`config.mk`:
```
export PLATFORM = sky130hd
export DESIGN_NAME = bitmap_set_clear_find_first
export DESIGN_NICKNAME = d
export VERILOG_FILES = /design/src/rtl/bscff_pkg.sv /design/src/rtl/bitmap_set_clear_find_first.sv
export VERILOG_INCLUDE_DIRS = /design/src /design/src/rtl
export SDC_FILE = /design/constraint.sdc
export NUM_CORES = 1
export LEC_CHECK = 0
export BUFFER_PORTS_ARGS = -buffer_cell sky130_fd_sc_hd__buf_2
export CAP_MARGIN = 20
export CORE_MARGIN = 1.5
export CORE_UTILIZATION = 40
export CTS_CLUSTER_SIZE = 20
export DETAILED_ROUTE_END_ITERATION = 8
export PLACE_DENSITY = 0.6
export SETUP_SLACK_MARGIN = 0.15
export SYNTH_ARGS = -nofsm -noshare
export SYNTH_HDL_FRONTEND = slang
export SYNTH_SLANG_ARGS = --single-unit
```
`constraint.sdc`:
```
create_clock -name clk -period 8.1 [get_ports clk]
set_input_delay 2.43 -clock clk [delete_from_list [all_inputs] [get_ports clk]]
set_output_delay 2.43 -clock clk [all_outputs]
set_load 0.01 [all_outputs]
```
`src/rtl/bitmap_set_clear_find_first_macros.svh`:
```
// ---------------------------------------------------------------------------
// Assertion macros for the bitmap allocator
// Clocked on clk, disabled while rst_n is low. Define ASSERT_OFF to drop them.
// ---------------------------------------------------------------------------
`ifndef BITMAP_SET_CLEAR_FIND_FIRST_MACROS_SVH
`define BITMAP_SET_CLEAR_FIND_FIRST_MACROS_SVH

`ifndef ASSERT_OFF
// same-cycle implication
`define BSCFF_ASSERT(lbl, pre, post, msg) \
    lbl: assert property (@(posedge clk) disable iff (!rst_n) (pre) |-> (post)) else $error(msg);
// next-cycle implication
`define BSCFF_ASSERT_NEXT(lbl, pre, post, msg) \
    lbl: assert property (@(posedge clk) disable iff (!rst_n) (pre) |=> (post)) else $error(msg);
`else
`define BSCFF_ASSERT(lbl, pre, post, msg)
`define BSCFF_ASSERT_NEXT(lbl, pre, post, msg)
`endif

`endif

```
`src/rtl/bscff_pkg.sv`:
```
// ---------------------------------------------------------------------------
// bscff_pkg
// Shared constants and operation codes for the bitmap allocator.
// ---------------------------------------------------------------------------
`timescale 1ns / 1ps

package bscff_pkg;

    localparam int CAPACITY_DEF  = 256;
    localparam int WORD_BITS_DEF = 64;

    localparam int KIND_W  = 2;
    localparam int IDX_W   = 8;
    localparam int SIZE_W  = 9;
    localparam int COUNT_W = 9;
    // bit positions inside a scan, one bit above the size range
    localparam int POS_W   = SIZE_W + 1;

    localparam logic [SIZE_W-1:0] SIZE_RESET = 9'd256;

    localparam logic [KIND_W-1:0] KIND_TEST  = 2'd0;
    localparam logic [KIND_W-1:0] KIND_SET   = 2'd1;
    localparam logic [KIND_W-1:0] KIND_CLEAR = 2'd2;
    localparam logic [KIND_W-1:0] KIND_FIND  = 2'd3;

endpackage

```
`src/rtl/bitmap_set_clear_find_first.sv`:
```
// Test/set/clear: accepted word passes ST_BIT_RD, ST_BIT_OP and ST_DONE; next word taken back in ST_IDLE.
// Find: one bitmap word per cycle through the single RAM read port, read one word
//   ahead and examined from the registered read data; the result then waits in
//   ST_DONE for the output register; an early hit ends the scan sooner; empty size:
//   straight to ST_DONE with no scan; next word taken back in ST_IDLE.
// Reset (rst_n, async, low): a clearing pass zeroes the CAPACITY/WORD_BITS (rounded up)
//   RAM words, one word a cycle, with in_ready low; count zero, size 256.
// ---------------------------------------------------------------------------
// bitmap_set_clear_find_first
// Bitmap allocator with set-bit count and lowest set/clear bit search.
// ---------------------------------------------------------------------------
`timescale 1ns / 1ps

`include "bitmap_set_clear_find_first_macros.svh"

module bitmap_set_clear_find_first
    import bscff_pkg::*;
#(
    parameter int CAPACITY  = CAPACITY_DEF,
    parameter int WORD_BITS = WORD_BITS_DEF
)
(
    input  logic               clk,
    input  logic               rst_n,

    // size_in_use write
    input  logic               cfg_valid,
    output logic               cfg_ready,
    input  logic [SIZE_W-1:0]  cfg_data,

    // operation word
    input  logic               in_valid,
    output logic               in_ready,
    input  logic [KIND_W-1:0]  kind,
    input  logic [IDX_W-1:0]   bit_pos,
    input  logic               find_ones,

    // result word
    output logic               out_valid,
    input  logic               out_ready,
    output logic               bit_value,
    output logic               found,
    output logic [IDX_W-1:0]   found_index,
    output logic [COUNT_W-1:0] set_count,
    output logic               index_error
);

    localparam int NUM_WORDS = (CAPACITY + WORD_BITS - 1) / WORD_BITS;
    localparam int AW        = (NUM_WORDS > 1) ? $clog2(NUM_WORDS) : 1;
    localparam int BW        = $clog2(WORD_BITS);
    // size clip, kept inside the 9-bit size range
    localparam int CAP_LIM   = (CAPACITY > 511) ? 511 : CAPACITY;

    // idx / WORD_BITS by reciprocal: exact since 255 * (WORD_BITS-1) < 2^16
    localparam int DIV_SHIFT = 16;
    localparam int DIV_MUL   = ((1 << DIV_SHIFT) + WORD_BITS - 1) / WORD_BITS;
    localparam int DIV_W     = IDX_W + DIV_SHIFT + 1;

    // one-hot sequencer
    typedef enum logic [5:0] {
        ST_CLEAR  = 6'b000001,
        ST_IDLE   = 6'b000010,
        ST_BIT_RD = 6'b000100,
        ST_BIT_OP = 6'b001000,
        ST_SCAN   = 6'b010000,
        ST_DONE   = 6'b100000
    } state_t;

    state_t               state_reg, state_next;
    logic [AW-1:0]        clr_addr_reg, clr_addr_next;
    logic [SIZE_W-1:0]    size_reg, size_next;
    logic [COUNT_W-1:0]   count_reg, count_next;

    // latched operation
    logic [KIND_W-1:0]    kind_reg, kind_next;
    logic                 want_reg, want_next;
    logic                 err_reg, err_next;
    logic [IDX_W-1:0]     idx_reg, idx_next;
    logic [IDX_W-1:0]     q_reg, q_next;
    logic [BW-1:0]        bit_reg, bit_next;

    // scan bookkeeping: base_reg is the first position of the word in rd_data_reg
    logic [POS_W-1:0]     base_reg, base_next;
    logic [AW-1:0]        issue_reg, issue_next;
    logic                 dvld_reg, dvld_next;

    // staged result
    logic                 res_bit_reg, res_bit_next;
    logic                 res_found_reg, res_found_next;
    logic [IDX_W-1:0]     res_idx_reg, res_idx_next;
    logic                 res_err_reg, res_err_next;

    // output register
    logic                 out_valid_reg, out_valid_next;
    logic                 bit_value_reg, bit_value_next;
    logic                 found_reg, found_next;
    logic [IDX_W-1:0]     found_index_reg, found_index_next;
    logic [COUNT_W-1:0]   set_count_reg, set_count_next;
    logic                 index_error_reg, index_error_next;

    // bitmap RAM
    logic [WORD_BITS-1:0] mem [NUM_WORDS];
    logic [WORD_BITS-1:0] rd_data_reg;
    logic                 rd_en, wr_en;
    logic [AW-1:0]        rd_addr, wr_addr;
    logic [WORD_BITS-1:0] wr_data;

    logic [SIZE_W-1:0]    eff;
    logic [DIV_W-1:0]     div_prod;
    logic [IDX_W-1:0]     div_quot;
    logic [WORD_BITS-1:0] bit_onehot;
    logic                 cur_bit;

    logic [POS_W-1:0]     rem_pos;
    logic [WORD_BITS-1:0] scan_mask;
    logic [WORD_BITS-1:0] hits;
    logic [WORD_BITS-1:0] low_hit;
    logic [BW-1:0]        hit_pos;
    logic                 scan_hit;
    logic                 scan_last;
    logic [POS_W-1:0]     found_pos;

    // effective size = min(size_in_use, CAPACITY)
    assign eff = (size_reg > SIZE_W'(CAP_LIM)) ? SIZE_W'(CAP_LIM) : size_reg;

    // word number of the incoming index
    assign div_prod = DIV_W'(bit_pos) * DIV_W'(DIV_MUL);
    assign div_quot = div_prod[DIV_SHIFT +: IDX_W];

    assign bit_onehot = {{(WORD_BITS-1){1'b0}}, 1'b1} << bit_reg;
    assign cur_bit    = rd_data_reg[bit_reg];

    // scan of the word in rd_data_reg: mask off positions at or past the size,
    // isolate the lowest hit and encode it
    assign rem_pos = POS_W'(eff) - base_reg;

    always_comb
    begin
        for (int b = 0; b < WORD_BITS; b++)
        begin
            scan_mask[b] = (POS_W'(b) < rem_pos);
        end
    end

    assign hits     = (want_reg ? rd_data_reg : ~rd_data_reg) & scan_mask;
    assign low_hit  = hits & (~hits + {{(WORD_BITS-1){1'b0}}, 1'b1});
    assign scan_hit = |hits;

    always_comb
    begin
        hit_pos = '0;
        for (int b = 0; b < WORD_BITS; b++)
        begin
            if (low_hit[b])
            begin
                hit_pos = hit_pos | BW'(b);
            end
        end
    end

    assign scan_last = (base_reg + POS_W'(WORD_BITS)) >= POS_W'(eff);
    assign found_pos = base_reg + POS_W'(hit_pos);

    // the user writes config only while idle; the block does not enforce this and always takes it
    assign cfg_ready = 1'b1;
    assign size_next = (cfg_valid && cfg_ready) ? cfg_data : size_reg;

    assign in_ready = (state_reg == ST_IDLE);

    // sequencer
    always_comb
    begin
        state_next     = state_reg;
        clr_addr_next  = clr_addr_reg;
        count_next     = count_reg;
        kind_next      = kind_reg;
        want_next      = want_reg;
        err_next       = err_reg;
        idx_next       = idx_reg;
        q_next         = q_reg;
        bit_next       = bit_reg;
        base_next      = base_reg;
        issue_next     = issue_reg;
        dvld_next      = dvld_reg;
        res_bit_next   = res_bit_reg;
        res_found_next = res_found_reg;
        res_idx_next   = res_idx_reg;
        res_err_next   = res_err_reg;
        rd_en          = 1'b0;
        rd_addr        = issue_reg;
        wr_en          = 1'b0;
        wr_addr        = clr_addr_reg;
        wr_data        = '0;

        case (state_reg)
            ST_CLEAR:
            begin
                wr_en = 1'b1;
                if (clr_addr_reg == AW'(NUM_WORDS - 1))
                begin
                    state_next = ST_IDLE;
                end
                else
                begin
                    clr_addr_next = clr_addr_reg + 1'b1;
                end
            end

            ST_IDLE:
            begin
                if (in_valid)
                begin
                    kind_next = kind;
                    want_next = find_ones;
                    idx_next  = bit_pos;
                    q_next    = div_quot;
                    err_next  = (SIZE_W'(bit_pos) >= eff);
                    if (kind == KIND_FIND)
                    begin
                        issue_next = '0;
                        dvld_next  = 1'b0;
                        base_next  = '0;
                        if (eff == '0)
                        begin
                            // nothing to search
                            res_bit_next   = 1'b0;
                            res_found_next = 1'b0;
                            res_idx_next   = '0;
                            res_err_next   = 1'b0;
                            state_next     = ST_DONE;
                        end
                        else
                        begin
                            state_next = ST_SCAN;
                        end
                    end
                    else
                    begin
                        state_next = ST_BIT_RD;
                    end
                end
            end

            ST_BIT_RD:
            begin
                rd_en      = !err_reg;
                rd_addr    = AW'(q_reg);
                bit_next   = BW'(idx_reg - IDX_W'(q_reg * WORD_BITS));
                state_next = ST_BIT_OP;
            end

            ST_BIT_OP:
            begin
                res_bit_next   = !err_reg && cur_bit;
                res_found_next = 1'b0;
                res_idx_next   = '0;
                res_err_next   = err_reg;
                wr_addr        = AW'(q_reg);
                if (!err_reg)
                begin
                    if (kind_reg == KIND_SET && !cur_bit)
                    begin
                        wr_en      = 1'b1;
                        wr_data    = rd_data_reg | bit_onehot;
                        count_next = count_reg + 1'b1;
                    end
                    else if (kind_reg == KIND_CLEAR && cur_bit)
                    begin
                        wr_en      = 1'b1;
                        wr_data    = rd_data_reg & ~bit_onehot;
                        count_next = count_reg - 1'b1;
                    end
                end
                state_next = ST_DONE;
            end

            ST_SCAN:
            begin
                // read one word ahead while the previous one is examined
                rd_en     = 1'b1;
                rd_addr   = issue_reg;
                dvld_next = 1'b1;
                if (issue_reg != AW'(NUM_WORDS - 1))
                begin
                    issue_next = issue_reg + 1'b1;
                end
                if (dvld_reg)
                begin
                    base_next = base_reg + POS_W'(WORD_BITS);
                    if (scan_hit || scan_last)
                    begin
                        res_bit_next   = 1'b0;
                        res_found_next = scan_hit;
                        res_idx_next   = scan_hit ? found_pos[IDX_W-1:0] : '0;
                        res_err_next   = 1'b0;
                        state_next     = ST_DONE;
                    end
                end
            end

            ST_DONE:
            begin
                if (!out_valid_reg || out_ready)
                begin
                    state_next = ST_IDLE;
                end
            end

            default:
            begin
                state_next = ST_IDLE;
            end
        endcase
    end

    // output register: loads when the staged result leaves ST_DONE
    always_comb
    begin
        out_valid_next   = out_valid_reg;
        bit_value_next   = bit_value_reg;
        found_next       = found_reg;
        found_index_next = found_index_reg;
        set_count_next   = set_count_reg;
        index_error_next = index_error_reg;
        if (state_reg == ST_DONE && (!out_valid_reg || out_ready))
        begin
            out_valid_next   = 1'b1;
            bit_value_next   = res_bit_reg;
            found_next       = res_found_reg;
            found_index_next = res_idx_reg;
            set_count_next   = count_reg;
            index_error_next = res_err_reg;
        end
        else if (out_valid_reg && out_ready)
        begin
            out_valid_next = 1'b0;
        end
    end

    // control state
    always_ff @(posedge clk or negedge rst_n)
    begin
        if (!rst_n)
        begin
            state_reg     <= ST_CLEAR;
            clr_addr_reg  <= '0;
            size_reg      <= SIZE_RESET;
            count_reg     <= '0;
            out_valid_reg <= 1'b0;
            dvld_reg      <= 1'b0;
        end
        else
        begin
            state_reg     <= state_next;
            clr_addr_reg  <= clr_addr_next;
            size_reg      <= size_next;
            count_reg     <= count_next;
            out_valid_reg <= out_valid_next;
            dvld_reg      <= dvld_next;
        end
    end

    // payload
    always_ff @(posedge clk)
    begin
        kind_reg        <= kind_next;
        want_reg        <= want_next;
        err_reg         <= err_next;
        idx_reg         <= idx_next;
        q_reg           <= q_next;
        bit_reg         <= bit_next;
        base_reg        <= base_next;
        issue_reg       <= issue_next;
        res_bit_reg     <= res_bit_next;
        res_found_reg   <= res_found_next;
        res_idx_reg     <= res_idx_next;
        res_err_reg     <= res_err_next;
        bit_value_reg   <= bit_value_next;
        found_reg       <= found_next;
        found_index_reg <= found_index_next;
        set_count_reg   <= set_count_next;
        index_error_reg <= index_error_next;
    end

    // bitmap RAM, one write and one registered read port
    always_ff @(posedge clk)
    begin
        if (wr_en)
        begin
            mem[wr_addr] <= wr_data;
        end
        if (rd_en)
        begin
            rd_data_reg <= mem[rd_addr];
        end
    end

    assign out_valid   = out_valid_reg;
    assign bit_value   = bit_value_reg;
    assign found       = found_reg;
    assign found_index = found_index_reg;
    assign set_count   = set_count_reg;
    assign index_error = index_error_reg;

    // an out-of-range index never touches the map
    `BSCFF_ASSERT(a_err_no_write, state_reg == ST_BIT_OP && err_reg, !wr_en, "write on bad index")
    // a find result never carries bit-op flags
    `BSCFF_ASSERT(a_find_clean, out_valid && found, !index_error && !bit_value, "find flags mixed")
    // every bit-op write moves the count
    `BSCFF_ASSERT_NEXT(a_write_count, state_reg == ST_BIT_OP && wr_en, count_reg != $past(count_reg), "count stuck on write")

endmodule

```
==> flow_metrics.py <==
metrics = {
    "run_status": {
        "outcome": "finished, final reports clean",
    },
    "die": {
        "die_h_um": 231,
        "ioPinCount": 48,
        "num_rows": 83,
        "die_w_um": 231,
        "start_util_pct": 40.5,
        "core_um2": 51400,
        "dieArea_um2": 53400,
    },
    "synthesis": {
        "yosys-top-cells-count": "375 x edfxtp_1, 244 x nand2_1, 108 x o21ai_0, 98 x nor2_1, 97 x a21oi_1",
        "synth.cell_area_um2": 20800,
        "synth_seq_cells": 403,
        "synth_edf_count": 375,
        "synthCells": 1867,
        "synth_top_family_by_area": "simple AND/OR/NAND/NOR gates",
        "synthArstFlopShare_pct": 6.95,
        "synth.area.top_cells": "edfxtp_1 54%, nand2_1 4.4%, dfrtp_1 3.1%",
        "synthMuxAreaShare_pct": 3.23,
        "synth_xor_area_share_pct": 2.57,
        "synth_top_area_share_pct": 54.1,
        "synthAdderAreaFrac_pct": 1.48,
        "synth_ff_type": "edfxtp_1",
        "syn_area_per_cell_um2": 11.1,
        "ys.warnings.count": 0,
        "yosysSeqAreaShare_pct": 57.5,
        "synthSimpleGateAreaFrac_pct": 17.0,
        "yosysTopAreaCell": "edfxtp_1",
        "synth_compound_area_share_pct": 14.9,
        "synthDistinctLibCells": 82,
        "synth.most_common_cell": "edfxtp_1",
        "synth.net_count": 1916,
    },
    "finish": {
        "largest_reg_flops": 256,
        "nets": 1911,
        "antennaDiodeCount": 0,
        "nFillCells": 4755,
        "layout-drive-gt1-share_pct": 10.1,
        "area_growth_pct": 10.3,
        "final_cells": 2574,
    },
    "routing": {
        "drt_iter0_drc": 1544,
        "wl_per_cell_um": 24.1,
        "ant_nets": 0,
        "routed_wl_um": 62000,
        "drt-vias-per-instance": 5.98,
        "drc": 0,
        "via_count": 15400,
        "dr.pass1.iters": 6,
    },
    "critical_path": {
        "critPathSlowestCell": "dfstp_2",
        "cpMostUsedCell": "nand2_1",
        "path_delay_family": "simple AND/OR/NAND/NOR gates",
        "critPathMaxFanout": 42,
        "max_stage_delay_ps": 1020,
        "cp_cell_sequence": "inv_1, nand2_1, ha_1, nor4bb_4, nand2_1, o311ai_1, o21ai_0, nor2_1, nand4_1, o41ai_1, nand2_1, and4_1",
        "startpoint_type": "register",
        "crit_type": "reg -> reg",
        "cp.required_ps": 8360,
        "worst-path-buf-inv": 1,
        "crit_arrival_ps": 6900,
        "end_kind": "register",
    },
    "clock_tree": {
        "clock_sinks": 403,
        "clk_latency_ps": 590,
        "ctsHoldBuffers": 0,
        "clk_pin_slew_ps": 60,
        "cts_buffers": 42,
        "cts_tree": "done",
        "cts_resized": 0,
        "cts_setup_buffers": 0,
        "cts_max_path_buffers": 3,
        "root_buffer": "clkbuf_16",
        "cts_htree_levels": 2,
    },
    "global_route": {
        "antenna_found_initial": 1,
        "overflow": 0,
        "grt_max_degree": 82,
        "grt_pass1_vias": 14600,
        "grt_usage_pct": 23.1,
        "grt_pass1_wl_um": 93300,
    },
    "job": {
        "maxCapViolCount": 0,
    },
    "hold_path": {
        "hold_class": "reg -> reg",
    },
    "place": {
        "dp_slack_ps": 1440,
        "dp_hpwl_um": 42900,
        "dp_cells": 2497,
        "gp_congestion": 0.972,
        "port_buffers": 46,
    },
    "power_and_ir_drop": {
        "p_per_area_nw_per_um2": 282,
        "p_leak_uw": 0.00719,
        "peakVddDrop_mv": 0.233,
        "power_uw": 6470,
    },
    "sta": {
        "setup_viol": 0,
        "rsz0062_at_grt": "no",
        "tightest_slew_ps": 1100,
        "min_period_over_period_pct": 82.0,
        "clock_skew_ps": 38.1,
        "slew_violations": 0,
        "fin_crit_ps": 6640,
        "timing.final.ws_setup_ps": 1460,
        "max_freq_ghz": 0.151,
        "hold_violations": 0,
        "relSlewSlack_pct": 26.4,
        "tns_ps": 0,
    },
}
-- final cells by class --
| type | count | area, um^2 | share of cell area (%) |
|---|---|---|---|
| clock buffer | 47 | 1090 | 4.75 |
| clock inverter | 29 | 205 | 0.894 |
| inverter | 31 | 116 | 0.507 |
| multi-input combinational | 1309 | 8250 | 36.0 |
| sequential | 403 | 12000 | 52.1 |
| tap | 680 | 851 | 3.71 |
| timing repair buffer | 75 | 470 | 2.05 |
-- routing by layer --
metal | global-route usage [%] | wire length, um | up-vias
met3 | 3.75 | 4520 | 107
li1 | - | - | 7047
met2 | 35.9 | 27800 | 662
met1 | 33.4 | 27900 | 7579
met5 | 0 | 0 | -
met4 | 6.68 | 1710 | 0
-- cell usage in the layout, fill, tap and decap left out, drive strengths merged, types with 29 or more instances in the layout --
cell type,n
edfxtp,375
nand2,244
o21ai,111
a21oi,102
nor2,98
a31oi,81
nand3,77
and2,76
a211oi,75
buf,74
clkbuf,47
xnor2,40
inv,32
nor3,29
-- worst paths after layout --
kind	startpoint	to	slack [ps]	cells past startpoint
setup / recovery	size_reg[8]	res_idx_reg[3]	1460	12
hold / removal	res_idx_reg[3]	found_index[3]	420	0
setup reg to reg	size_reg[8]	res_idx_reg[3]	1460	12
hold reg to reg	res_idx_reg[3]	found_index[3]	420	0
max in group asynchronous	rst_n	count_reg[7]	5740	1
min in group asynchronous	rst_n	out_valid	1910	1
-- per-stage QoR --
step           utilization (%)  cell area [um^2]  hold slack, ps
2_1_floorplan                -             20800             400
3_3_place_gp              42.1             21600             405
3_5_place_dp              42.1             21600             407
4_1_cts                   44.6             22900             422
5_1_grt                   44.6             23000             441
6_report                  44.6             23000             419
-- cell families (layout without fill, tap and decap cells) --
family | after synthesis | in the layout
other | 1 | 1
XOR/XNOR | 61 | 61
AO/OA/AOI/OAI | 484 | 484
buffers and inverters | 155 | 182
adder cells (fa/ha/maj) | 24 | 24
flip-flops | 403 | 403
AND/OR/NAND/NOR | 699 | 699
multiplexers | 40 | 40
-- where the power goes --
part	leakage, uW	switching (uW)	internal, uW
clock network	0.000636	793	1030
logic	0.00331	1250	703
registers	0.00324	183	2510
Power figures use the tool's default switching activity.
